`config.mk`:
```
export PLATFORM = sky130hd
export DESIGN_NAME = rtis_back_flat
export DESIGN_NICKNAME = d
export VERILOG_FILES = /design/src/design/rtis_pkg.sv /design/src/design/rtis_if.sv /design/src/design/rtis_sqrt.sv /design/src/design/rtis_div.sv /design/src/design/rtis_back.sv /design/src/flat_wrapper.sv
export SDC_FILE = /design/constraint.sdc
export NUM_CORES = 1
export LEC_CHECK = 0
export BUFFER_PORTS_ARGS = -buffer_cell sky130_fd_sc_hd__buf_4
export CELL_PAD_IN_SITES_DETAIL_PLACEMENT = 1
export CELL_PAD_IN_SITES_GLOBAL_PLACEMENT = 1
export CORE_MARGIN = 2
export CORE_UTILIZATION = 30
export DETAILED_ROUTE_END_ITERATION = 10
export GPL_TIMING_DRIVEN = 0
export HOLD_SLACK_MARGIN = 0.02
export PLACE_DENSITY = 0.53
export SETUP_SLACK_MARGIN = 0.5
export SYNTH_ARGS = -nofsm -noshare
export SYNTH_HDL_FRONTEND = slang
export SYNTH_SLANG_ARGS = --single-unit
```
`constraint.sdc`:
```
create_clock -name clk -period 8.2 [get_ports clk]
set_clock_uncertainty 0.15 [all_clocks]
set_input_delay 1.64 -clock clk [delete_from_list [all_inputs] [get_ports clk]]
set_output_delay 1.64 -clock clk [all_outputs]
set_load 0.05 [all_outputs]
```
`src/design/rtis_pkg.sv`:
```
// ============================================================================
// rtis_pkg
// Shared types and constants for the rigid transform inlier scoring unit.
// ============================================================================
package rtis_pkg;

  // Fixed-point format and field widths
  localparam int FRAC_BITS     = 16;
  localparam int COORD_W       = 32;
  localparam int ENTRY_W       = 18;
  localparam int ROW_W         = 3 * ENTRY_W;
  localparam int SQ_W          = 32;
  localparam int SUM_W         = 42;
  localparam int PAIR_IDX_W    = 10;
  localparam int TOTAL_W       = 11;
  localparam int RATIO_W       = 17;
  localparam int RATIO_SHIFT   = 16;

  // Datapath widths: 3 products of 18x32 plus rounding, then shift and offsets
  localparam int ACC_W         = 53;
  localparam int DIF_W         = 55;
  localparam int PROD_W        = 2 * COORD_W;
  localparam int SQSUM_W       = PROD_W + 2;

  // Square root operand is the squared distance scaled back up
  localparam int ROOT_IN_W     = SQ_W + FRAC_BITS;

  // Defaults and sizes
  localparam int DEF_MAX_PAIRS = 1024;
  localparam int QUEUE_DEPTH   = 2;

  // Configuration port
  localparam int CFG_IDX_W     = 3;
  localparam int CFG_DATA_W    = ROW_W;

  localparam logic [ROW_W-1:0] ROT0_RST = ROW_W'(64'd65536);
  localparam logic [ROW_W-1:0] ROT1_RST = ROW_W'(64'd65536 << ENTRY_W);
  localparam logic [ROW_W-1:0] ROT2_RST = ROW_W'(64'd65536 << (2 * ENTRY_W));
  localparam logic [SQ_W-1:0]  MAX_ERR_SQ_RST = SQ_W'(164);

  // Register indexes
  typedef enum logic [CFG_IDX_W-1:0] {
    REG_ROT_ROW0   = 3'd0,
    REG_ROT_ROW1   = 3'd1,
    REG_ROT_ROW2   = 3'd2,
    REG_SHIFT_X    = 3'd3,
    REG_SHIFT_Y    = 3'd4,
    REG_SHIFT_Z    = 3'd5,
    REG_MAX_ERR_SQ = 3'd6
  } rtis_reg_t;

  // Configuration as seen by the datapath
  typedef struct packed {
    logic [2:0][ROW_W-1:0]   rot;
    logic [2:0][COORD_W-1:0] shift;
    logic [SQ_W-1:0]         max_err_sq;
  } rtis_cfg_t;

  // Input beat
  typedef struct packed {
    logic signed [COORD_W-1:0] src_x;
    logic signed [COORD_W-1:0] src_y;
    logic signed [COORD_W-1:0] src_z;
    logic signed [COORD_W-1:0] dst_x;
    logic signed [COORD_W-1:0] dst_y;
    logic signed [COORD_W-1:0] dst_z;
    logic                      last_pair;
  } rtis_in_t;

  // Result beat
  typedef struct packed {
    logic                  is_inlier;
    logic [PAIR_IDX_W-1:0] pair_index;
    logic                  set_done;
    logic [TOTAL_W-1:0]    inlier_total;
    logic [SQ_W-1:0]       mean_error;
    logic                  none_found;
    logic [RATIO_W-1:0]    inlier_ratio;
  } rtis_out_t;

  // Classified pair handed from front to back
  typedef struct packed {
    logic [SQ_W-1:0] sq;
    logic            inlier;
    logic            last;
  } rtis_cls_t;

endpackage

```
`src/design/rtis_if.sv`:
```


interface rtis_out_if import rtis_pkg::*; ();
  logic      valid;
  logic      ready;
  rtis_out_t payload;

  modport source (output valid, output payload, input ready);
  modport sink   (input valid, input payload, output ready);
endinterface

```
`src/design/rtis_sqrt.sv`:
```
// ============================================================================
// rtis_sqrt
// Integer square root, two operand bits per cycle, floor result.
// ============================================================================
module rtis_sqrt import rtis_pkg::*; #(
  parameter int IN_W = ROOT_IN_W
) (
  input  logic                    clk,
  input  logic                    rst_n,
  input  logic                    start,
  input  logic [IN_W-1:0]         value,
  output logic                    done,
  output logic [(IN_W+1)/2-1:0]   root
);

  localparam int RW    = (IN_W + 1) / 2;
  localparam int CNT_W = $clog2(RW + 1);

  logic [2*RW-1:0]  val_r;
  logic [RW:0]      rem_r;
  logic [RW-1:0]    root_r;
  logic [CNT_W-1:0] cnt_r;
  logic             busy_r, done_r;
  logic [RW+2:0]    rem_t, trial;

  assign rem_t = {rem_r, val_r[2*RW-1 -: 2]};
  assign trial = {1'b0, root_r, 2'b01};
  assign done  = done_r;
  assign root  = root_r;

  always_ff @(posedge clk) begin
    if (!rst_n) begin
      busy_r <= 1'b0;
      done_r <= 1'b0;
      cnt_r  <= '0;
    end else begin
      done_r <= 1'b0;
      if (start) begin
        val_r  <= (2*RW)'(value);
        rem_r  <= '0;
        root_r <= '0;
        cnt_r  <= CNT_W'(RW);
        busy_r <= 1'b1;
      end else if (busy_r) begin
        // restoring step
        if (rem_t >= trial) begin
          rem_r  <= (RW+1)'(rem_t - trial);
          root_r <= {root_r[RW-2:0], 1'b1};
        end else begin
          rem_r  <= (RW+1)'(rem_t);
          root_r <= {root_r[RW-2:0], 1'b0};
        end
        val_r <= {val_r[2*RW-3:0], 2'b00};
        cnt_r <= cnt_r - 1'b1;
        if (cnt_r == CNT_W'(1)) begin
          busy_r <= 1'b0;
          done_r <= 1'b1;
        end
      end
    end
  end

endmodule

```
`src/design/rtis_div.sv`:
```
// ============================================================================
// rtis_div
// Unsigned restoring divider, one quotient bit per cycle.
// ============================================================================
module rtis_div import rtis_pkg::*; #(
  parameter int NW = SUM_W,
  parameter int DW = TOTAL_W
) (
  input  logic          clk,
  input  logic          rst_n,
  input  logic          start,
  input  logic [NW-1:0] num,
  input  logic [DW-1:0] den,
  output logic          done,
  output logic [NW-1:0] quot
);

  localparam int CNT_W = $clog2(NW + 1);

  logic [NW-1:0]    num_r;
  logic [DW-1:0]    den_r;
  logic [DW-1:0]    rem_r;
  logic [CNT_W-1:0] cnt_r;
  logic             busy_r, done_r;
  logic [DW:0]      rem_t;

  assign rem_t = {rem_r, num_r[NW-1]};
  assign done  = done_r;
  assign quot  = num_r;

  always_ff @(posedge clk) begin
    if (!rst_n) begin
      busy_r <= 1'b0;
      done_r <= 1'b0;
      cnt_r  <= '0;
    end else begin
      done_r <= 1'b0;
      if (start) begin
        num_r  <= num;
        den_r  <= den;
        rem_r  <= '0;
        cnt_r  <= CNT_W'(NW);
        busy_r <= 1'b1;
      end else if (busy_r) begin
        // quotient bits shift in where dividend bits leave
        if (rem_t >= {1'b0, den_r}) begin
          rem_r <= DW'(rem_t - {1'b0, den_r});
          num_r <= {num_r[NW-2:0], 1'b1};
        end else begin
          rem_r <= DW'(rem_t);
          num_r <= {num_r[NW-2:0], 1'b0};
        end
        cnt_r <= cnt_r - 1'b1;
        if (cnt_r == CNT_W'(1)) begin
          busy_r <= 1'b0;
          done_r <= 1'b1;
        end
      end
    end
  end

endmodule

```
`src/design/rtis_back.sv`:
```
// ============================================================================
// rtis_back
// Takes classified pairs, accumulates inlier count and distance sum, and on
// the end of a set works out mean error and inlier ratio.
// ============================================================================
module rtis_back import rtis_pkg::*; #(
  parameter int MAX_PAIRS = DEF_MAX_PAIRS
) (
  input  logic       clk,
  input  logic       rst_n,
  input  rtis_cls_t  cls,
  input  logic       cls_valid,
  output logic       cls_ready,
  rtis_out_if.source out_ch
);

  localparam int CW = $clog2(MAX_PAIRS + 1);
  localparam int RW = (ROOT_IN_W + 1) / 2;

  typedef enum logic [2:0] {B_IDLE, B_SQRT, B_SUMUP, B_DIVM, B_DIVR, B_EMIT} bst_t;

  bst_t             state_r;
  logic [CW-1:0]    pair_cnt_r, inl_cnt_r, idx_r;
  logic [SUM_W-1:0] err_sum_r;
  logic             inl_r, done_r, none_r;
  logic [SQ_W-1:0]  mean_r;
  logic [RATIO_W-1:0] ratio_r;
  logic             out_valid_r;
  rtis_out_t        out_r;

  logic             sqrt_done;
  logic [RW-1:0]    root;
  logic             div_start, div_mean_sel, div_done;
  logic [SUM_W-1:0] div_num, div_quot;
  logic [CW-1:0]    div_den;
  logic [SUM_W:0]   err_add;
  logic [31:0]      idx_ext, tot_ext;

  assign cls_ready = (state_r == B_IDLE);

  // distance of the popped pair, inliers only
  rtis_sqrt #(.IN_W(ROOT_IN_W)) u_sqrt (
    .clk   (clk),
    .rst_n (rst_n),
    .start (cls_valid && cls_ready && cls.inlier),
    .value ({cls.sq, {FRAC_BITS{1'b0}}}),
    .done  (sqrt_done),
    .root  (root)
  );

  // shared divider: mean first (skipped when there is no inlier), then ratio
  assign div_start    = ((state_r == B_SUMUP) && done_r) ||
                        ((state_r == B_DIVM) && div_done);
  assign div_mean_sel = (state_r == B_SUMUP) && (inl_cnt_r != '0);
  assign div_num      = div_mean_sel ? err_sum_r
                                     : SUM_W'({inl_cnt_r, {RATIO_SHIFT{1'b0}}});
  assign div_den      = div_mean_sel ? inl_cnt_r : pair_cnt_r;

  rtis_div #(.NW(SUM_W), .DW(CW)) u_div (
    .clk   (clk),
    .rst_n (rst_n),
    .start (div_start),
    .num   (div_num),
    .den   (div_den),
    .done  (div_done),
    .quot  (div_quot)
  );

  assign err_add = {1'b0, err_sum_r} + (SUM_W+1)'(root);
  assign idx_ext = 32'(idx_r);
  assign tot_ext = 32'(inl_cnt_r);

  assign out_ch.valid   = out_valid_r;
  assign out_ch.payload = out_r;

  always_ff @(posedge clk) begin
    if (!rst_n) begin
      state_r     <= B_IDLE;
      pair_cnt_r  <= '0;
      inl_cnt_r   <= '0;
      err_sum_r   <= '0;
      out_valid_r <= 1'b0;
    end else begin
      // drop valid once the sink takes the beat; B_EMIT handles its own
      if (out_ch.ready && (state_r != B_EMIT)) begin
        out_valid_r <= 1'b0;
      end
      case (state_r)
        B_IDLE: begin
          if (cls_valid) begin
            inl_r      <= cls.inlier;
            idx_r      <= pair_cnt_r;
            done_r     <= cls.last || (pair_cnt_r >= CW'(MAX_PAIRS - 1));
            pair_cnt_r <= pair_cnt_r + 1'b1;
            if (cls.inlier) begin
              inl_cnt_r <= inl_cnt_r + 1'b1;
              state_r   <= B_SQRT;
            end else begin
              state_r   <= B_SUMUP;
            end
          end
        end
        B_SQRT: begin
          if (sqrt_done) begin
            err_sum_r <= err_add[SUM_W] ? '1 : err_add[SUM_W-1:0];
            state_r   <= B_SUMUP;
          end
        end
        B_SUMUP: begin
          none_r <= (inl_cnt_r == '0);
          mean_r <= '0;
          if (!done_r) begin
            state_r <= B_EMIT;
          end else if (inl_cnt_r == '0) begin
            state_r <= B_DIVR;
          end else begin
            state_r <= B_DIVM;
          end
        end
        B_DIVM: begin
          if (div_done) begin
            mean_r  <= (|div_quot[SUM_W-1:SQ_W]) ? '1 : div_quot[SQ_W-1:0];
            state_r <= B_DIVR;
          end
        end
        B_DIVR: begin
          if (div_done) begin
            ratio_r <= div_quot[RATIO_W-1:0];
            state_r <= B_EMIT;
          end
        end
        B_EMIT: begin
          if (!out_valid_r || out_ch.ready) begin
            out_valid_r        <= 1'b1;
            out_r.is_inlier    <= inl_r;
            out_r.pair_index   <= idx_ext[PAIR_IDX_W-1:0];
            out_r.set_done     <= done_r;
            out_r.inlier_total <= done_r ? tot_ext[TOTAL_W-1:0] : '0;
            out_r.mean_error   <= done_r ? mean_r : '0;
            out_r.none_found   <= done_r ? none_r : 1'b0;
            out_r.inlier_ratio <= done_r ? ratio_r : '0;
            if (done_r) begin
              pair_cnt_r <= '0;
              inl_cnt_r  <= '0;
              err_sum_r  <= '0;
            end
            state_r <= B_IDLE;
          end
        end
        default: state_r <= B_IDLE;
      endcase
    end
  end

endmodule

```
`src/flat_wrapper.sv`:
```
// flat-port wrapper written by rule: the top's interface ports become plain ports
module rtis_back_flat import rtis_pkg::*;
#(
  parameter int MAX_PAIRS = DEF_MAX_PAIRS
)
  (clk, rst_n, cls, cls_valid, cls_ready, out_ch_valid, out_ch_payload, out_ch_ready);
  rtis_out_if out_ch_i ();
  input  logic clk;
  input  logic rst_n;
  input  rtis_cls_t cls;
  input  logic cls_valid;
  output logic cls_ready;
  output wire logic [$bits(out_ch_i.valid)-1:0] out_ch_valid;
  output wire logic [$bits(out_ch_i.payload)-1:0] out_ch_payload;
  input wire logic [$bits(out_ch_i.ready)-1:0] out_ch_ready;
  assign out_ch_valid = out_ch_i.valid;
  assign out_ch_payload = out_ch_i.payload;
  assign out_ch_i.ready = out_ch_ready;
  rtis_back #(.MAX_PAIRS(MAX_PAIRS)) u_core (.clk(clk), .rst_n(rst_n), .cls(cls), .cls_valid(cls_valid), .cls_ready(cls_ready), .out_ch(out_ch_i));
endmodule
```
After elaboration in Yosys (flattened, before gate mapping). Cells that the tools add are included.

Add/sub/neg operators: 7. Multiply operators: 0. Div/mod/pow operators: 0. $lt $le $gt $ge: 3. Equal/unequal tests: 15. Shift-type cells: 0. Mux-type cells: 52. Bitwise operators: 3. Reduce and logical (&&, ||, !) cells: 35.

Operators with widths (number): 42-bit two-way mux (7); 48-bit two-way mux (2); 11-bit two-way mux (8); 42-bit one-hot mux with 2 select lines (1); 32-bit two-way mux (2); 32-bit one-hot mux with 2 select lines (1); 25-bit two-way mux (2); 11-bit one-hot mux with 2 select lines (2); 42-bit by 24-bit adder with 43-bit output (1); 27-bit by 26-bit >= comparator with 1-bit output (1); 25-bit subtractor (1); 24-bit two-way mux (1); 11-bit by 1-bit adder with 11-bit output, second input constant (2); 3-bit two-way mux (7); 3-bit one-hot mux with 6 select lines (1); 1-bit two-way mux (13); 12-bit by 11-bit >= comparator with 1-bit output (1); 6-bit two-way mux (2); 3-bit AND reduction (4); 11-bit by 10-bit >= comparator with 1-bit output, second input constant (1); 11-bit logical NOT (1); 11-bit nonzero test (1); 11-bit subtractor (1); 5-bit two-way mux (2); 23 further kinds (50).

Flip-flop bits (word level): 377. Latch bits: 0. Memory bits (writable): 0. ROM bits: 0. Input port bits: 38. Output and inout port bits: 75. Word-level logic and storage cells: 148. Memories: 0.

Depth between registers and ports, before layout.
Depth after elaboration: 5. Gate-level depth with buffers: 13. Depth with buffers taken out: 12.

Cells and area by module. From an unflattened synthesis, not the netlist that was laid out.

Cells, all modules: 1689. Area, all modules: 19134.6 µm².

Modules (own cells, without submodules): rtis_back (instances 1, cells each 916, area each 9790.6 µm², sequential area each 5415.2 µm²); rtis_sqrt (instances 1, cells each 520, area each 5824.3 µm², sequential area each 3052.9 µm²); rtis_div (instances 1, cells each 253, area each 3519.6 µm², sequential area each 2082.0 µm²).

Least setup slack after synthesis. No wires, ideal clock.

Path type: reg2reg. From: register u_core.state_r[0]. To: register u_core.u_sqrt.rem_r[0], enable pin. Setup time: 0.522 ns. Arrival time: 5.503 ns. Data required time: 7.528 ns. Setup slack: 2.025 ns. Stages on the path, launching flop included: 6. Path buffers: 1. Period minus slack after synthesis: 6.175 ns. Path through: dfxtp_1 -> buf_2 -> nor3_1 -> and3_1 -> nor2_1 -> nor2_1.

Word-level cells in the longest chain between the ends: 5.

RTL lines: start: declaration (RTL line rtis_back.sv:22) `bst_t state_r;`; start signal: assignment (RTL line rtis_back.sv:78) `state_r <= B_IDLE;`; start signal: assignment (RTL line rtis_back.sv:97) `state_r <= B_SQRT;`; start signal: assignment (RTL line rtis_back.sv:99) `state_r <= B_SUMUP;`; 3-bit logical NOT (RTL line rtis_back.sv:39) `assign cls_ready = (state_r == B_IDLE);`; net cls_ready (RTL line flat_wrapper.sv:12) `output logic cls_ready;`; 1-bit logical AND (2 in a row) (RTL line rtis_back.sv:45) `.start (cls_valid && cls_ready && cls.inlier),`; 2-bit nonzero test (no line); 2-bit AND reduction (no line); end signal: assignment (RTL line rtis_sqrt.sv:47) `rem_r <= (RW+1)'(rem_t - trial);`; end signal: assignment (RTL line rtis_sqrt.sv:50) `rem_r <= (RW+1)'(rem_t);`; end: declaration (RTL line rtis_sqrt.sv:20) `logic [RW:0] rem_r;`.

The timed path passes the listed nets, and every way through them passes these cells. A chain may end at the register's enable or synchronous reset.

==> flow_summary.toml <==
[run_status]
outcome = "finished clean"

[layout]
fin_nets = 1988
diodes = 0
syn_to_final_growth_pct = 18.8
drive_gt1_share_pct = 11.2

[timing]
setup_slack_ps = 3850
worstMarginPinSlew_ps = 1140
slew_headroom_pct = 23.2
hold_viol = 0
post-route-period-util_pct = 53.1
finalSetupViolations = 0
rsz0062_at_grt = "false"
drv_slew = 0
timing.fmax_mhz = 230
period_needed_ps = 4350

[min_path]
min_path_type = "reg -> reg"

[critical_path]
crit_slowest_cell = "nor4_1"
arrival_ps = 4720
critPathKind = "in -> reg"
crit_chain = "buf_2 > clkinv_1 > nor4_1 > clkbuf_1 > clkbuf_1 > o21ai_0 > nand2_1"
crit_top_cell = "clkbuf_1"
crit_path_end_kind = "flop"
critPathLaunchType = "input pin"
crit_required_ps = 8570
crit_fanout = 10
cpPeakStageDelay_ps = 1080

[clock_tree]
root_buffer = "clkbuf_16"
cts-htree-levels = 2
cts.reportedPaths.clkPinSlew_ps = 60
clkSinkCount = 363
postCtsHoldBufs = 0
cts_tree = "built"
cts_made_buffers = 44
clkLatencyLatePin_ps = 580
post_cts_buffers = 0
cts.repair.resized = 0
cts.path.max_buffers = 3

[detailed_routing]
route.antenna.remaining_nets = 0
wirelength_um = 49100
vias = 12962
drtIter0Drc = 615
via_per_inst = 4.82
first_pass_iters = 4
post_drt_wl_per_cell_um = 18.3
drc = 0

[synthesis]
synth-seq-area-share_pct = 56.4
async_flop_share_pct = 0
synthTopCellsByCount = "nand2_1 (312), edfxtp_1 (280), nor2_1 (140), o21ai_0 (99), dfxtp_1 (83)"
syn_inst = 1716
synth_seq_cells = 363
yosysTopAreaCell = "edfxtp_1"
syn_nets = 1824
synth_top_area_share_pct = 47.1
syn_area_per_cell_um2 = 10.4
ys_warn_count = 0
synth_edf_count = 280
netlist_area_um2 = 17800
synth_flop_cell = "edfxtp_1"
yosysUniqueCellTypes = 73
netlist_top_cells_area = "edfxtp_1 (47%), dfxtp_1 (9.3%), nand2_1 (6.6%)"
synth.most_common_cell = "nand2_1"

[global_route]
grt_pass1_vias = 13511
grt-ovfl-total = 0
grtUsageTotal_pct = 16.1
grt_max_degree = 35
grt_pass1_wl_um = 77200
antenna_found_initial = 0

[power_and_ir_drop]
total_power_mw = 5.89
leakage_nw = 8.30
p_per_area_nw_per_um2 = 278
peakVddDrop_uv = 196

[die]
die_h_um = 248
placeableCoreArea_um2 = 58900
num_rows = 89
io_pins = 113
die-area_um2 = 61500
dieWidth_um = 248
start_util_pct = 30.3

[job]
cap_viol_max_count = 0

[place]
place_congestion = 0.803
hpwl_um = 36600
post-place-ws_ps = 3220
portBuffers = 111
[where the power goes]
| group | internal [mW] | switching [mW] | total, mW |
|---|---|---|---|
| clock network | 1.09 | 0.802 | 1.89 |
| registers | 2.33 | 0.125 | 2.45 |
| logic | 0.561 | 0.992 | 1.55 |
[logic make-up after synthesis]
group                    share of synthesized area (%)
AO/OA/AOI/OAI                                     12.6
buffers and inverters                             3.18
multiplexers                                      1.70
AND/OR/NAND/NOR                                   17.7
adder cells (fa/ha/maj)                           4.99
XOR/XNOR                                          3.48
flip-flops                                        56.4
[final cells by class]
class | instances | area (um^2)
clock buffers | 62 | 1200
repair buffers | 118 | 981
well taps | 773 | 967
inverters | 70 | 263
flip-flops and latches | 363 | 10100
multi-input cells | 1210 | 7240
fillers | 6608 | 37700
plain buffers | 73 | 305
clock inverters | 19 | 170
[layout by cell type (no fill, tap or decap), types with 5 or more instances in the layout]
master / instances
xnor2_1: 36
buf_4: 113
nor2_1: 135
buf_2: 7
o211ai_1: 8
a211oi_1: 12
a21o_1: 32
a31oi_1: 15
and3_1: 15
xor2_1: 35
nor4_1: 10
nor3_1: 26
buf_12: 6
nand3_1: 35
nor2b_1: 17
clkbuf_16: 44
mux2i_1: 28
ha_1: 68
dfxtp_1: 83
o21ai_0: 99
or3_1: 9
clkinv_2: 7
clkinv_1: 7
a21oi_1: 70
nand4_1: 25
o21a_1: 41
o31ai_1: 7
clkbuf_1: 75
nand2_1: 312
inv_1: 69
and2_1: 71
edfxtp_1: 280
a22oi_1: 5
nand2b_1: 14
a21boi_0: 6
[layer usage]
metal,vias up,wire length [um],GRT usage [%]
met5,-,0,0
li1,6437,-,-
met4,0,1130,4.31
met1,6280,23500,21.9
met3,69,1820,2.78
met2,176,22600,26.3
[registers in the layout, summed over array words and instances (netlist names), 17 cells and up]
signal	cells
u_core.err_sum_r	42
u_core.u_div.quot	42
u_core.out_ch.payload	73
u_core.mean_r	32
u_core.u_sqrt.rem_r	25
u_core.u_sqrt.root	24
u_core.u_sqrt.val_r	32
u_core.ratio_r	17
[worst max-delay path: cells and delay by family]
family | cells | cell delay, ps
buffers and inverters | 4 | 1730
AOI/OAI and AO/OA | 1 | 170
and+or+nand+nor | 2 | 1170
[path summary, 6_finish.rpt]
path	slack, ps	endpoint	depth (start not counted)	from
worst max-delay path	3850	u_core.err_sum_r[11]$_SDFFE_PN0P_	7	rst_n
worst min-delay path	270	u_core.out_ch.payload[72]$_DFFE_PP_	0	u_core.inl_r$_DFFE_PP_
worst max register to register	4510	u_core.err_sum_r[36]$_SDFFE_PN0P_	12	u_core.u_sqrt.root[0]$_SDFFCE_PP0P_
worst min register to register	270	u_core.out_ch.payload[72]$_DFFE_PP_	0	u_core.inl_r$_DFFE_PP_
[through the flow]
step | cell area (um^2) | instances | TNS [ps] | hold slack [ps] | utilization, %
3_3_place_gp | 19600 | 2600 | -35310 | 251 | 33.4
6_report | 21200 | 2688 | 0 | 265 | 36.0
4_1_cts | 21200 | 2688 | 0 | 269 | 36.0
2_1_floorplan | 17800 | 1716 | 0 | 250 | -
5_1_grt | 21200 | 2688 | 0 | 280 | 36.0
3_5_place_dp | 19800 | 2607 | 0 | 256 | 33.7
No activity file was read; power rests on OpenSTA's default activity.
