**config.mk**
```make
export PLATFORM = sky130hd
export DESIGN_NAME = rtis_fifo
export DESIGN_NICKNAME = d
export VERILOG_FILES = /design/src/design/rtis_pkg.sv /design/src/design/rtis_fifo.sv
export SDC_FILE = /design/constraint.sdc
export NUM_CORES = 1
export LEC_CHECK = 0
export ABC_AREA = 1
export BUFFER_PORTS_ARGS = -buffer_cell sky130_fd_sc_hd__buf_2
export CORE_MARGIN = 1
export CORE_UTILIZATION = 40
export DETAILED_ROUTE_END_ITERATION = 10
export GPL_ROUTABILITY_DRIVEN = 0
export GPL_TIMING_DRIVEN = 1
export PLACE_DENSITY = 0.72
export SKIP_CTS_REPAIR_TIMING = 1
export SYNTH_ARGS = -nofsm -noshare
export SYNTH_HDL_FRONTEND = slang
export SYNTH_SLANG_ARGS = --single-unit
```
**constraint.sdc**
```tcl
create_clock -name clk -period 3 [get_ports clk]
set_input_delay 0.75 -clock clk [delete_from_list [all_inputs] [get_ports clk]]
set_output_delay 0.75 -clock clk [all_outputs]
set_load 0.005 [all_outputs]
```
**src/design/rtis_pkg.sv**
```systemverilog
// ============================================================================
// rtis_pkg
// Shared types and constants for the rigid transform inlier scoring unit.
// ============================================================================
package rtis_pkg;

  // Fixed-point format and field widths
  localparam int FRAC_BITS     = 16;
  localparam int COORD_W       = 32;
  localparam int ENTRY_W       = 18;
  localparam int ROW_W         = 3 * ENTRY_W;
  localparam int SQ_W          = 32;
  localparam int SUM_W         = 42;
  localparam int PAIR_IDX_W    = 10;
  localparam int TOTAL_W       = 11;
  localparam int RATIO_W       = 17;
  localparam int RATIO_SHIFT   = 16;

  // Datapath widths: 3 products of 18x32 plus rounding, then shift and offsets
  localparam int ACC_W         = 53;
  localparam int DIF_W         = 55;
  localparam int PROD_W        = 2 * COORD_W;
  localparam int SQSUM_W       = PROD_W + 2;

  // Square root operand is the squared distance scaled back up
  localparam int ROOT_IN_W     = SQ_W + FRAC_BITS;

  // Defaults and sizes
  localparam int DEF_MAX_PAIRS = 1024;
  localparam int QUEUE_DEPTH   = 2;

  // Configuration port
  localparam int CFG_IDX_W     = 3;
  localparam int CFG_DATA_W    = ROW_W;

  localparam logic [ROW_W-1:0] ROT0_RST = ROW_W'(64'd65536);
  localparam logic [ROW_W-1:0] ROT1_RST = ROW_W'(64'd65536 << ENTRY_W);
  localparam logic [ROW_W-1:0] ROT2_RST = ROW_W'(64'd65536 << (2 * ENTRY_W));
  localparam logic [SQ_W-1:0]  MAX_ERR_SQ_RST = SQ_W'(164);

  // Register indexes
  typedef enum logic [CFG_IDX_W-1:0] {
    REG_ROT_ROW0   = 3'd0,
    REG_ROT_ROW1   = 3'd1,
    REG_ROT_ROW2   = 3'd2,
    REG_SHIFT_X    = 3'd3,
    REG_SHIFT_Y    = 3'd4,
    REG_SHIFT_Z    = 3'd5,
    REG_MAX_ERR_SQ = 3'd6
  } rtis_reg_t;

  // Configuration as seen by the datapath
  typedef struct packed {
    logic [2:0][ROW_W-1:0]   rot;
    logic [2:0][COORD_W-1:0] shift;
    logic [SQ_W-1:0]         max_err_sq;
  } rtis_cfg_t;

  // Input beat
  typedef struct packed {
    logic signed [COORD_W-1:0] src_x;
    logic signed [COORD_W-1:0] src_y;
    logic signed [COORD_W-1:0] src_z;
    logic signed [COORD_W-1:0] dst_x;
    logic signed [COORD_W-1:0] dst_y;
    logic signed [COORD_W-1:0] dst_z;
    logic                      last_pair;
  } rtis_in_t;

  // Result beat
  typedef struct packed {
    logic                  is_inlier;
    logic [PAIR_IDX_W-1:0] pair_index;
    logic                  set_done;
    logic [TOTAL_W-1:0]    inlier_total;
    logic [SQ_W-1:0]       mean_error;
    logic                  none_found;
    logic [RATIO_W-1:0]    inlier_ratio;
  } rtis_out_t;

  // Classified pair handed from front to back
  typedef struct packed {
    logic [SQ_W-1:0] sq;
    logic            inlier;
    logic            last;
  } rtis_cls_t;

endpackage

```
**src/design/rtis_fifo.sv**
```systemverilog
// ============================================================================
// rtis_fifo
// Short queue of classified pairs between the front and back parts.
// ============================================================================
module rtis_fifo import rtis_pkg::*; #(
  parameter int DEPTH = QUEUE_DEPTH
) (
  input  logic      clk,
  input  logic      rst_n,
  input  rtis_cls_t push_data,
  input  logic      push_valid,
  output logic      push_ready,
  output rtis_cls_t pop_data,
  output logic      pop_valid,
  input  logic      pop_ready
);

  localparam int PTR_W = (DEPTH > 1) ? $clog2(DEPTH) : 1;
  localparam int CNT_W = $clog2(DEPTH + 1);

  rtis_cls_t          mem_r [DEPTH];
  logic [PTR_W-1:0]   wr_ptr_r, rd_ptr_r;
  logic [CNT_W-1:0]   cnt_r;
  logic               do_push, do_pop;

  assign push_ready = (cnt_r != CNT_W'(DEPTH));
  assign pop_valid  = (cnt_r != '0);
  assign pop_data   = mem_r[rd_ptr_r];
  assign do_push    = push_valid && push_ready;
  assign do_pop     = pop_valid && pop_ready;

  // storage
  always_ff @(posedge clk) begin
    if (do_push) begin
      mem_r[wr_ptr_r] <= push_data;
    end
  end

  // pointers and fill count
  always_ff @(posedge clk) begin
    if (!rst_n) begin
      wr_ptr_r <= '0;
      rd_ptr_r <= '0;
      cnt_r    <= '0;
    end else begin
      if (do_push) begin
        wr_ptr_r <= (wr_ptr_r == PTR_W'(DEPTH - 1)) ? '0 : wr_ptr_r + 1'b1;
      end
      if (do_pop) begin
        rd_ptr_r <= (rd_ptr_r == PTR_W'(DEPTH - 1)) ? '0 : rd_ptr_r + 1'b1;
      end
      if (do_push && !do_pop) begin
        cnt_r <= cnt_r + 1'b1;
      end else if (do_pop && !do_push) begin
        cnt_r <= cnt_r - 1'b1;
      end
    end
  end

endmodule

```
Word-level counts from Yosys, hierarchy flattened
Memory sizes are Yosys's and may differ from the RTL's. A register that Yosys moved wholly into a read port is not among the register bits.
Cells that the tools add are included.

word-level totals
  output and inout port bits = 36
  memory bits (writable) = 68
  memories = 1
  input port bits = 38
  logic and storage cells = 25
  register bits after elaboration = 4

memories
  name   depth  width  rd ports  clocked after memory_dff  write ports  line             source
  mem_r  2      34     1         1                         1            rtis_fifo.sv:21  rtis_cls_t mem_r [DEPTH];

cells by class
  add/sub/neg operators = 4
  equality and inequality tests = 1
  muxes and demuxes = 8
  reduce and logical (&&, ||, !) cells = 8

operator list
  kind                 number
  $mux 1               6
  $logic_and 1x1->1    4
  $mux 2               2
  $reduce_bool 2->1    2
  $add 1x1->1 const B  2
  $add 2x1->2 const B  1
  $logic_not 1->1      2
  $ne 2x2->1 const B   1
  $sub 2x1->2 const B  1

Logic depth before layout (Yosys ltp)
Gate-level depths: netlist of the first run.

  word-level depth = 6
  depth in mapped cells = 11
  gate-level depth less buffers = 11

Worst setup path after synthesis of the first run
No wires, ideal clock.

  path kind = input to register
  start point = input push_valid
  end point = memory mem_r[0][0] in the netlist's numbering (enable)
  setup time = 0.425 ns
  arrival time = 2.277 ns
  path buffers = 0
  stages on the path = 2
  data required time = 2.575 ns
  slack = 0.298 ns
  cells stage by stage = nand2_1 nor2_1

between the ends
  cells in the longest elaborated chain, start to end = 3

RTL lines
  what                          line             source
  start, declared               rtis_fifo.sv:11  input logic push_valid,
  $logic_and 1x1->1             rtis_fifo.sv:29  assign do_push = push_valid && push_ready;
  $mux 1                        rtis_fifo.sv:34  if (do_push) begin
  $mux 1 (not written as such)  rtis_fifo.sv:35  mem_r[wr_ptr_r] <= push_data;
  end, declared                 rtis_fifo.sv:21

Every way passes these cells.

==> metrics.md, run 1 <==
| Metric | Value |
|---|---|
| Crit path max-delay family | flip-flops |
| Top-Level Pins | 74 |
| Initial antenna violation count | 0 |
| Critical Path AT | roughly 1700 ps |
| Post-Route WL | ~4600 µm |
| Post-synth cell types | 15 |
| Hold crit path type | reg -> reg |
| Setup TNS | 0 ps |
| Synth Register Bits | 73 |
| Quantity of I/O buffers inserted on ports | between 70 and 80 |
| Reg area | about 0.0021 mm² |
| Die X | 86.40 µm |
| Peak fanout along the critical path | 24 |
| Crit-path cells | buf_12 -> mux2_2 -> buf_2 |
| Number of remaining DRC errors | 0 |
| VDD IR max | just under 0.4 mV |
| Hold Crit Depth | 2 |
| # H-tree levels | 3 |
| CTS tree | built |
| Clk_lat worst skew | 340 ps |
| Area contributors post-synth | edfxtp_1 (72%), mux2_4 (16%), dfxtp_1 (3.5%) |
| Multi-input combinational cell area | 620.6 µm² |
| Core ar. | ~0.0068 mm² |
| Pin count of the biggest net entering global routing | 35 |
| Diodes inserted | 0 |
| Slowest CP cell | dfxtp_2 |
| Max-Cap Viols | 0 |
| Status | finished, final reports clean |
| First-pass DRT Iterations | 4 |
| Syn avg cell area | between 15 and 20 µm² |
| Area delta synth->final | 22.92% |
| Top cell type by total area after synthesis | edfxtp_1 |
| Post-Place Worst Slack | 921.4 ps |
| RR Endpoint | mem_r[1][19] |
| Reg2reg start | cnt_r[0] |
| CP Capture Type | output port |
| Syn Nets | 182 |
| # setup viols final | 0 |
| Fmax | between 400 and 500 MHz |
| Slowest stage delay, CP | 580 ps |
| Cell count after synthesis | roughly 140 |
| Layout Skew | around 10 ps |
| First-pass GRT wire length | 6879 µm |
| Final net count | between 200 and 300 |
| R2R depth | 5 |
| Buf/Inv on CP | 2 |
| DP Cell Count | between 300 and 400 |
| Min-delay src | rd_ptr_r |
| Count leader, synth | edfxtp_1 |
| TritonCTS buffer count | 9 |
| Clk slew on worst S/H paths | about 70 ps |
| Post-synthesis sequential area ratio | 0.7519 |
| Dpl hpwl | 3111 µm |
| Worst-Margin Slew | around 460 ps |
| R2r setup slk | roughly 1400 ps |
| Deepest clock path buffer count | 2 |
| Leak | between 0.001 and 0.0015 µW |
| Setup crit start kind | flop |
| Top_reg_cell synth | edfxtp_1 |
| Initial DRC Count | between 40 and 50 |
| Setup WS post-layout | a little under 600 ps |
| Fin cells | 327 |
| Post-synthesis cell area | around 0.0028 mm² |
| DIE HEIGHT | approximately 86 µm |
| Site row count | 30 |
| Antenna-violating nets left | 0 |
| Tot GR Track Use | 0.1297 |
| Initial Util | 0.4170 |
| Global route total overflow | 0 |
| Vias per cell | 4.477 |
| Vias in the first global route | 1422 |
| Hold Vio Cnt, Final | 0 |
| Vias | 1464 |
| Synth warn | 0 |
| FFs w/ async S/R, synth | 0 |
| Yosys top cell area share | 0.7167 |
| Type of the worst setup path | reg -> out |
| Die Footprint | 0.007464 mm² |
| Wirelength per Cell | 14.15 µm |
| Share of cells above drive strength 1 | 0.5498 |
| RSZ-0062 raised after global routing | no |
| Final worst path period need | roughly 2400 ps |
| Fillers | 592 |
| Period utilisation layout | 0.8071 |
| Core Util, Final | 0.5126 |
| Slew margin rel. | 0.6901 |
| Pwr per Cell Area | around 780 mW/mm² |
| Post-synth EDFFs | 68 |
| Max-slew violations | 0 |
| Clk Tree Root Cell | clkbuf_8 |
| Worst Path Required | between 2000 and 2500 ps |
| Synth cell count leaders | edfxtp_1 (68), mux2_4 (30), nand2_1 (9) |
| Fin Hold WS | approximately 510 ps |
| Clk sink count | 73 |
worst reg2reg max path, cell delays in order (launching register included):
cell	delay, ps
dfxtp_1	350
inv_1	90
nand2_1	80
nand2_1	160
nor2_4	110
buf_4	420
sequential cells by signal (all words and copies together), names as in the netlist, named ones only:
register and count:
wr_ptr_r 1, mem_r 68, cnt_r 2, rd_ptr_r 1
metal layers:
layer  vias to the layer above  GRT usage  wire [µm]
met3                         6    0.02667        178
met1                       718     0.1464       1977
li1                        699          -          -
met5                         -          0          0
met2                        41     0.2208       2383
met4                         0    0.09091         89
where the power goes:
group | internal [µW] | switching (µW)
Clock | 383 | 338
Combinational | 368 | 299
Sequential | 1290 | 69.1
final cells by class:
type | count | share of cell area
clock buffer | 11 | 0.03751
timing repair buffer | 76 | 0.1143
inverter | 8 | 0.008574
multi-input combinational | 58 | 0.1772
clock inverter | 5 | 0.01608
sequential | 73 | 0.6120
tap | 96 | 0.03430
kinds of logic (layout without fill, tap and decap cells):
family	count (synthesis)	count (layout)	share of synthesized area
AOI/OAI and AO/OA	4	4	0.007905
DFF	73	73	0.7519
buffers and inverters	12	100	0.03557
adders and majority gates	1	1	0.004391
muxes	34	34	0.1739
and+or+nand+nor	19	19	0.02635
worst max-delay path by stage:
stage	cells after the start	startpoint	end	slack [ps]
6_report	3	flop	pop_data[19]	580
5_1_grt	3	flop	pop_data[19]	500
4_1_cts	3	flop	pop_data[19]	540
3_5_place_dp	3	flop	pop_data[19]	920
3_3_place_gp	3	flop	pop_data[14]	940
2_1_floorplan	2	push_valid	mem_r[0][0]	300
metrics by stage:
step | total power, µW | instance area (µm²)
floorplan | 1847 | 2849
global placement | 2046 | 3314
detailed placement | 2062 | 3314
CTS | 2788 | 3502
global route | 2891 | 3502
finish | 2746 | 3502
cell usage in the layout (no fill, tap or decap), drive strengths merged:
cell type | Yosys | final
a21oi | 1 | 1
buf | 4 | 76
bufinv | 0 | 1
clkbuf | 0 | 11
clkinv | 0 | 3
clkinvlp | 0 | 1
dfxtp | 5 | 5
edfxtp | 68 | 68
ha | 1 | 1
inv | 8 | 8
mux2 | 34 | 34
nand2 | 9 | 9
nand3 | 1 | 1
nand4 | 1 | 1
nor2 | 8 | 8
o21a | 1 | 1
o21ai | 2 | 2
Note: power is estimated with default switching activity, not from simulation.
==> inputs of run 2 (changes only) <==
--- a/config.mk
+++ b/config.mk
@@ -5,14 +5,14 @@
 export SDC_FILE = /design/constraint.sdc
 export NUM_CORES = 1
 export LEC_CHECK = 0
-export ABC_AREA = 1
+export ABC_AREA = 0
 export BUFFER_PORTS_ARGS = -buffer_cell sky130_fd_sc_hd__buf_2
 export CORE_MARGIN = 1
 export CORE_UTILIZATION = 40
 export DETAILED_ROUTE_END_ITERATION = 10
 export GPL_ROUTABILITY_DRIVEN = 0
 export GPL_TIMING_DRIVEN = 1
-export PLACE_DENSITY = 0.72
+export PLACE_DENSITY = 0.73
 export SKIP_CTS_REPAIR_TIMING = 1
 export SYNTH_ARGS = -nofsm -noshare
 export SYNTH_HDL_FRONTEND = slang
==> constraint.sdc (replaced) <==
create_clock -name clk -period 2.4 [get_ports clk]
set_input_delay 0.6 -clock clk [delete_from_list [all_inputs] [get_ports clk]]
set_output_delay 0.6 -clock clk [all_outputs]
set_load 0.005 [all_outputs]
==> metrics.md, run 2 <==
| Metric | Value |
|---|---|
| Setup crit start kind | flop |
| Quantity of I/O buffers inserted on ports | 73 |
| Clk sink count | 73 |
| Slowest CP cell | mux2_2 |
| Reg2reg start | cnt_r[0] |
| Cell count after synthesis | between 100 and 150 |
| Peak fanout along the critical path | 24 |
| Failing checks | DRC |
| Period utilisation layout | 0.8654 |
| Vias per cell | 4.811 |
| Post-synth cell types | 19 |
| RSZ-0062 raised after global routing | no |
| Vias in the first global route | ~1500 |
| Layout Skew | between 5 and 6 ps |
| Synth warn | 0 |
| Core Util, Final | 0.5215 |
| Post-synthesis sequential area ratio | 0.7970 |
| Fin Hold WS | about 460 ps |
| Final worst path period need | approximately 2100 ps |
| Slew margin rel. | 0.7907 |
| Antenna-violating nets left | 0 |
| Type of the worst setup path | reg -> out |
| Top-Level Pins | 74 |
| Clk slew on worst S/H paths | ~70 ps |
| Min-delay src | push_data[5] |
| Diodes inserted | 0 |
| Setup TNS | 0 ps |
| Crit-path cells | buf_4 -> mux2_2 -> buf_2 |
| Most frequent cells in the layout | buf_2 (73), edfxtp_1 (68), mux2_2 (34) |
| Core ar. | between 0.006 and 0.007 mm² |
| Worst-Margin Slew | 314.0 ps |
| Area contributors post-synth | edfxtp_1 (76%), mux2_2 (14%), dfxtp_1 (3.7%) |
| Fmax | approximately 480 MHz |
| Largest regs | mem_r: 68 flops, cnt_r: 2 flops |
| Clk Tree Root Cell | clkbuf_8 |
| Number of remaining DRC errors | 14 |
| Syn avg cell area | ~21 µm² |
| Deepest clock path buffer count | 2 |
| Initial DRC Count | 67 |
| Pwr per Cell Area | 990.3 mW/mm² |
| TritonCTS buffer count | 9 |
| Pin count of the biggest net entering global routing | 25 |
| Die Footprint | 0.007051 mm² |
| Synth cell count leaders | edfxtp_1 (68), mux2_2 (34), dfxtp_1 (5) |
| Post-Route WL | between 4000 and 5000 µm |
| Top reg by flops | mem_r |
| Critical Path AT | between 1000 and 1500 ps |
| Die X | 83.97 µm |
| Count leader, synth | edfxtp_1 |
| Worst Path Required | 1800 ps |
| Commonest non-fill, non-tap cell in the layout | buf_2 |
| Final net count | ~260 |
| Hold Vio Cnt, Final | 0 |
| # setup viols final | 0 |
| Dpl hpwl | ~3000 µm |
| Area delta synth->final | 24.63% |
| Largest register FFs | 68 |
| Leak | roughly 0.0013 µW |
| Post-Place Worst Slack | around 640 ps |
| Wirelength per Cell | about 15 µm |
| Post-synthesis cell area | approximately 0.0027 mm² |
| Initial antenna violation count | 0 |
| Global route total overflow | 0 |
| Clk_lat worst skew | roughly 330 ps |
| Initial Util | 0.4185 |
| Buf/Inv on CP | 2 |
| Yosys top cell area share | 0.7598 |
| CTS tree | built |
| Slowest stage delay, CP | ~380 ps |
| First-pass GRT wire length | slightly above 7000 µm |
| VDD IR max | roughly 0.55 mV |
| Hold crit path type | in -> reg |
| Status | finished, violations left |
| Max-Cap Viols | 0 |
| Max-slew violations | 0 |
| Syn Nets | between 150 and 200 |
| Top cell type by total area after synthesis | edfxtp_1 |
| Synth Register Bits | 73 |
| Post-synth EDFFs | slightly below 70 |
| Fillers | approximately 550 |
| DIE HEIGHT | between 80 and 90 µm |
| Tot GR Track Use | 0.1395 |
| # H-tree levels | 3 |
| Top_reg_cell synth | edfxtp_1 |
| Setup WS post-layout | 323.0 ps |
| Vias | ~1400 |
| Share of cells above drive strength 1 | 0.5818 |
| First-pass DRT Iterations | 8 |
| CP Capture Type | output port |
| Site row count | 29 |
| FFs w/ async S/R, synth | 0 |
| Crit path max-delay family | buffers and inverters |
## run 2: cell count changes after synthesis, moves of 2 or more
| cell | previous run | this run |
|---|---|---|
| inv_1 | 8 | 1 |
| nand2_1 | 9 | 0 |
| buf_2 | 0 | 4 |
| mux2_2 | 4 | 34 |
| and2_1 | 0 | 4 |
| buf_12 | 3 | 0 |
| xnor2_1 | 0 | 2 |
| mux2_4 | 30 | 0 |
| nor2_1 | 8 | 0 |
## run 2: where the power goes
group	internal (µW)	switching [µW]	total, µW
sequential	1590	54.6	1650
clock	464	401	865
combinational	437	367	804
## run 2: cell families (layout without fill, tap and decap cells)
group                      count (synthesis)  in the layout  share of synthesized area
muxes                                     34             34                     0.1425
DFF                                       73             73                     0.7970
and+or+nand+nor                            9              9                    0.02421
buffers and inverters                      5             95                   0.008844
adders and majority gates                  1              1                   0.004655
xor gates and xnor gates                   3              3                   0.009778
AOI/OAI and AO/OA                          5              5                    0.01303
## run 2: metrics by stage
| stage | cells | area [µm²] | total power (µW) |
|---|---|---|---|
| after detailed placement | 282 | 3174 | 2498 |
| after floorplan | 130 | 2688 | 2164 |
| after CTS | 297 | 3349 | 3370 |
| final | 297 | 3349 | 3317 |
| after global placement | 282 | 3174 | 2475 |
| after global routing | 297 | 3349 | 3501 |
## run 2: layout make-up
| class | count | area (µm²) | share of cell area |
|---|---|---|---|
| Clock buffer | 10 | 127.6 | 0.03810 |
| Tap cell | 77 | 96.34 | 0.02876 |
| Inverter | 1 | 3.754 | 0.001121 |
| Multi-Input combinational cell | 52 | 521.8 | 0.1558 |
| Timing Repair Buffer | 79 | 410.4 | 0.1225 |
| Clock inverter | 5 | 47.55 | 0.01420 |
| Sequential cell | 73 | 2142 | 0.6395 |
## run 2: final timing paths
check	slack [ps]	to	depth (start not counted)
worst max-delay path	320	pop_data[20]	3
worst min-delay path	460	mem_r[0][5]	1
worst max register to register	840	cnt_r[1]	5
worst min register to register	560	cnt_r[1]	2
## run 2: routing by layer
| layer | part of all wire | vias to the layer above | GRT usage |
|---|---|---|---|
| met3 | 0.068 | 8 | 0.04550 |
| met5 | 0 | - | 0 |
| li1 | - | 677 | - |
| met4 | 0.017 | 0 | 0.07053 |
| met2 | 0.49 | 49 | 0.2258 |
| met1 | 0.42 | 695 | 0.1672 |
==> inputs of run 3 (changes only) <==
--- a/config.mk
+++ b/config.mk
@@ -13,6 +13,7 @@
 export GPL_ROUTABILITY_DRIVEN = 0
 export GPL_TIMING_DRIVEN = 1
 export PLACE_DENSITY = 0.73
+export RECOVER_POWER = 25
 export SKIP_CTS_REPAIR_TIMING = 1
 export SYNTH_ARGS = -nofsm -noshare
 export SYNTH_HDL_FRONTEND = slang
==> metrics.md, run 3 (same netlist as run 2, synthesis figures left out) <==
| Metric | Value |
|---|---|
| TritonCTS buffer count | 9 |
| RR Endpoint | cnt_r[1] |
| Global-route met2 utilization | 0.2258 |
| CP Capture Type | output port |
| Post-Place Worst Slack | between 600 and 700 ps |
| # setup viols final | 0 |
| Internal power | 2492 µW |
| Pwr per Cell Area | roughly 990 mW/mm² |
| Commonest non-fill, non-tap cell in the layout | edfxtp_1 |
| R2r setup slk | 840 ps |
| Quantity of I/O buffers inserted on ports | 73 |
| Core ar. | 0.006422 mm² |
| Deepest clock path buffer count | 2 |
| Slew margin rel. | 0.7901 |
| Worst-Margin Slew | 314.9 ps |
| Most frequent cells in the layout | edfxtp_1 (68), buf_2 (64), mux2_2 (34) |
| Hold Vio Cnt, Final | 0 |
| Crit path max-delay family | buffers and inverters |
| Sequential group share of total power | 0.497 |
| Fin cells | between 200 and 300 |
| R2R depth | 5 |
| Final instance area | between 0.003 and 0.004 mm² |
| Failing checks | DRC |
| Die X | around 84 µm |
| Type of the worst setup path | reg -> out |
| Area after DPL | between 0.003 and 0.004 mm² |
| Slowest CP cell | mux2_2 |
| Share of cells above drive strength 1 | 0.5409 |
| Tot GR Track Use | 0.1395 |
| Number of remaining DRC errors | 14 |
| Setup crit start kind | flop |
| Largest register FFs | 68 |
| Switch share | 0.2482 |
| Clk sink count | 73 |
| Slowest stage delay, CP | 380 ps |
| Peak fanout along the critical path | 24 |
| First-pass DRT Iterations | 8 |
| Number of cells on the critical path | 3 |
| Post-Route WL | 4486 µm |
| Crit path capture | pop_data[20] |
| Pin count of the biggest net entering global routing | 25 |
| Crit-path cells | buf_4 -> mux2_2 -> buf_2 |
| Critical Path AT | between 1000 and 1500 ps |
| Initial DRC Count | 66 |
| Buf/Inv on CP | 2 |
| Reg2reg start | cnt_r[0] |
| Die Footprint | between 0.007 and 0.008 mm² |
| Area delta synth->final | 24.21% |
| Setup TNS | 0 ps |
| RSZ-0062 raised after global routing | no |
| Final worst path period need | slightly above 2000 ps |
| Layer with the highest usage | met2 |
| Vias in the first global route | roughly 1500 |
| Antenna-violating nets left | 0 |
| Dpl hpwl | slightly above 3000 µm |
| Worst Path Required | between 1500 and 2000 ps |
| Hold crit path type | in -> reg |
| Largest regs | mem_r: 68 flops, cnt_r: 2 flops |
| Initial antenna violation count | 0 |
| Top reg by flops | mem_r |
| Wirelength per Cell | ~15 µm |
| Vias per cell | about 4.8 |
| Core Util, Final | 0.5198 |
| Diodes inserted | 0 |
| Layout Skew | approximately 5.7 ps |
| DIE HEIGHT | 83.97 µm |
| Clk slew on worst S/H paths | 70 ps |
| First-pass GRT wire length | ~7300 µm |
| Clk Tree Root Cell | clkbuf_8 |
| Status | finished, violations left |
| Clock power share | 0.261 |
| Global route total overflow | 0 |
| Max-Cap Viols | 0 |
| Top-Level Pins | 74 |
| Setup WS post-layout | about 320 ps |
| Leak | around 0.0012 µW |
| Site row count | 29 |
| Met1 Usage GRT | 0.1672 |
| Initial Util | 0.4185 |
| Combinational Power Share | 0.242 |
| Final net count | 255 |
| Max-slew violations | 0 |
| P_sw | 822.7 µW |
| Fmax | 480.9 MHz |
| Period utilisation layout | 0.8664 |
| Global routing usage on met3 | 0.04550 |
| Clk_lat worst skew | about 330 ps |
| # H-tree levels | 3 |
| Vias | around 1400 |
| DP Cell Count | around 280 |
| CTS tree | built |
| VDD IR max | 0.5495 mV |
[run 3: changes by cell type in the layout (fill, tap and decap cells not counted)]
cell	change
buf_2	-9
clkbuf_1	+9
[run 3: layer usage]
layer	part of all wire	wire length [µm]
met5	0	0
met4	0.017	76
met3	0.070	315
met2	0.49	2218
met1	0.42	1875
[run 3: area by class of cell]
type / instances / area (µm²)
fill: 561 / 3084
sequential: 73 / 2142
multi-input combinational: 52 / 521.8
timing repair buffer: 79 / 399.1
clock buffer: 10 / 127.6
tap: 77 / 96.34
clock inverter: 5 / 47.55
inverter: 1 / 3.754
[run 3: how the worst min path moves through the flow]
stage | start | endpoint | slack, ps | cells after the start
floorplan | cnt_r[1] | cnt_r[1] | 510 | 2
global placement | cnt_r[1] | cnt_r[1] | 540 | 2
detailed placement | cnt_r[1] | cnt_r[1] | 550 | 2
CTS | push_data[15] | mem_r[0][15] | 440 | 1
global route | push_data[15] | mem_r[0][15] | 430 | 1
finish | push_data[5] | mem_r[0][5] | 460 | 1
[run 3: stage by stage]
stage | hold WS (ps) | total power (µW)
3_5_place_dp | 551.7 | 2498
3_3_place_gp | 536.4 | 2475
6_report | 455.1 | 3315
4_1_cts | 437.7 | 3370
5_1_grt | 429.7 | 3499
2_1_floorplan | 512.4 | 2164
[run 3: power by group through the flow]
stage          registers [µW]  logic, µW  clock network, µW
2_1_floorplan            1660        501                  0
3_3_place_gp             1670        806                  0
3_5_place_dp             1680        821                  0
4_1_cts                  1650        825                895
5_1_grt                  1670        883                950
6_report                 1650        801                866
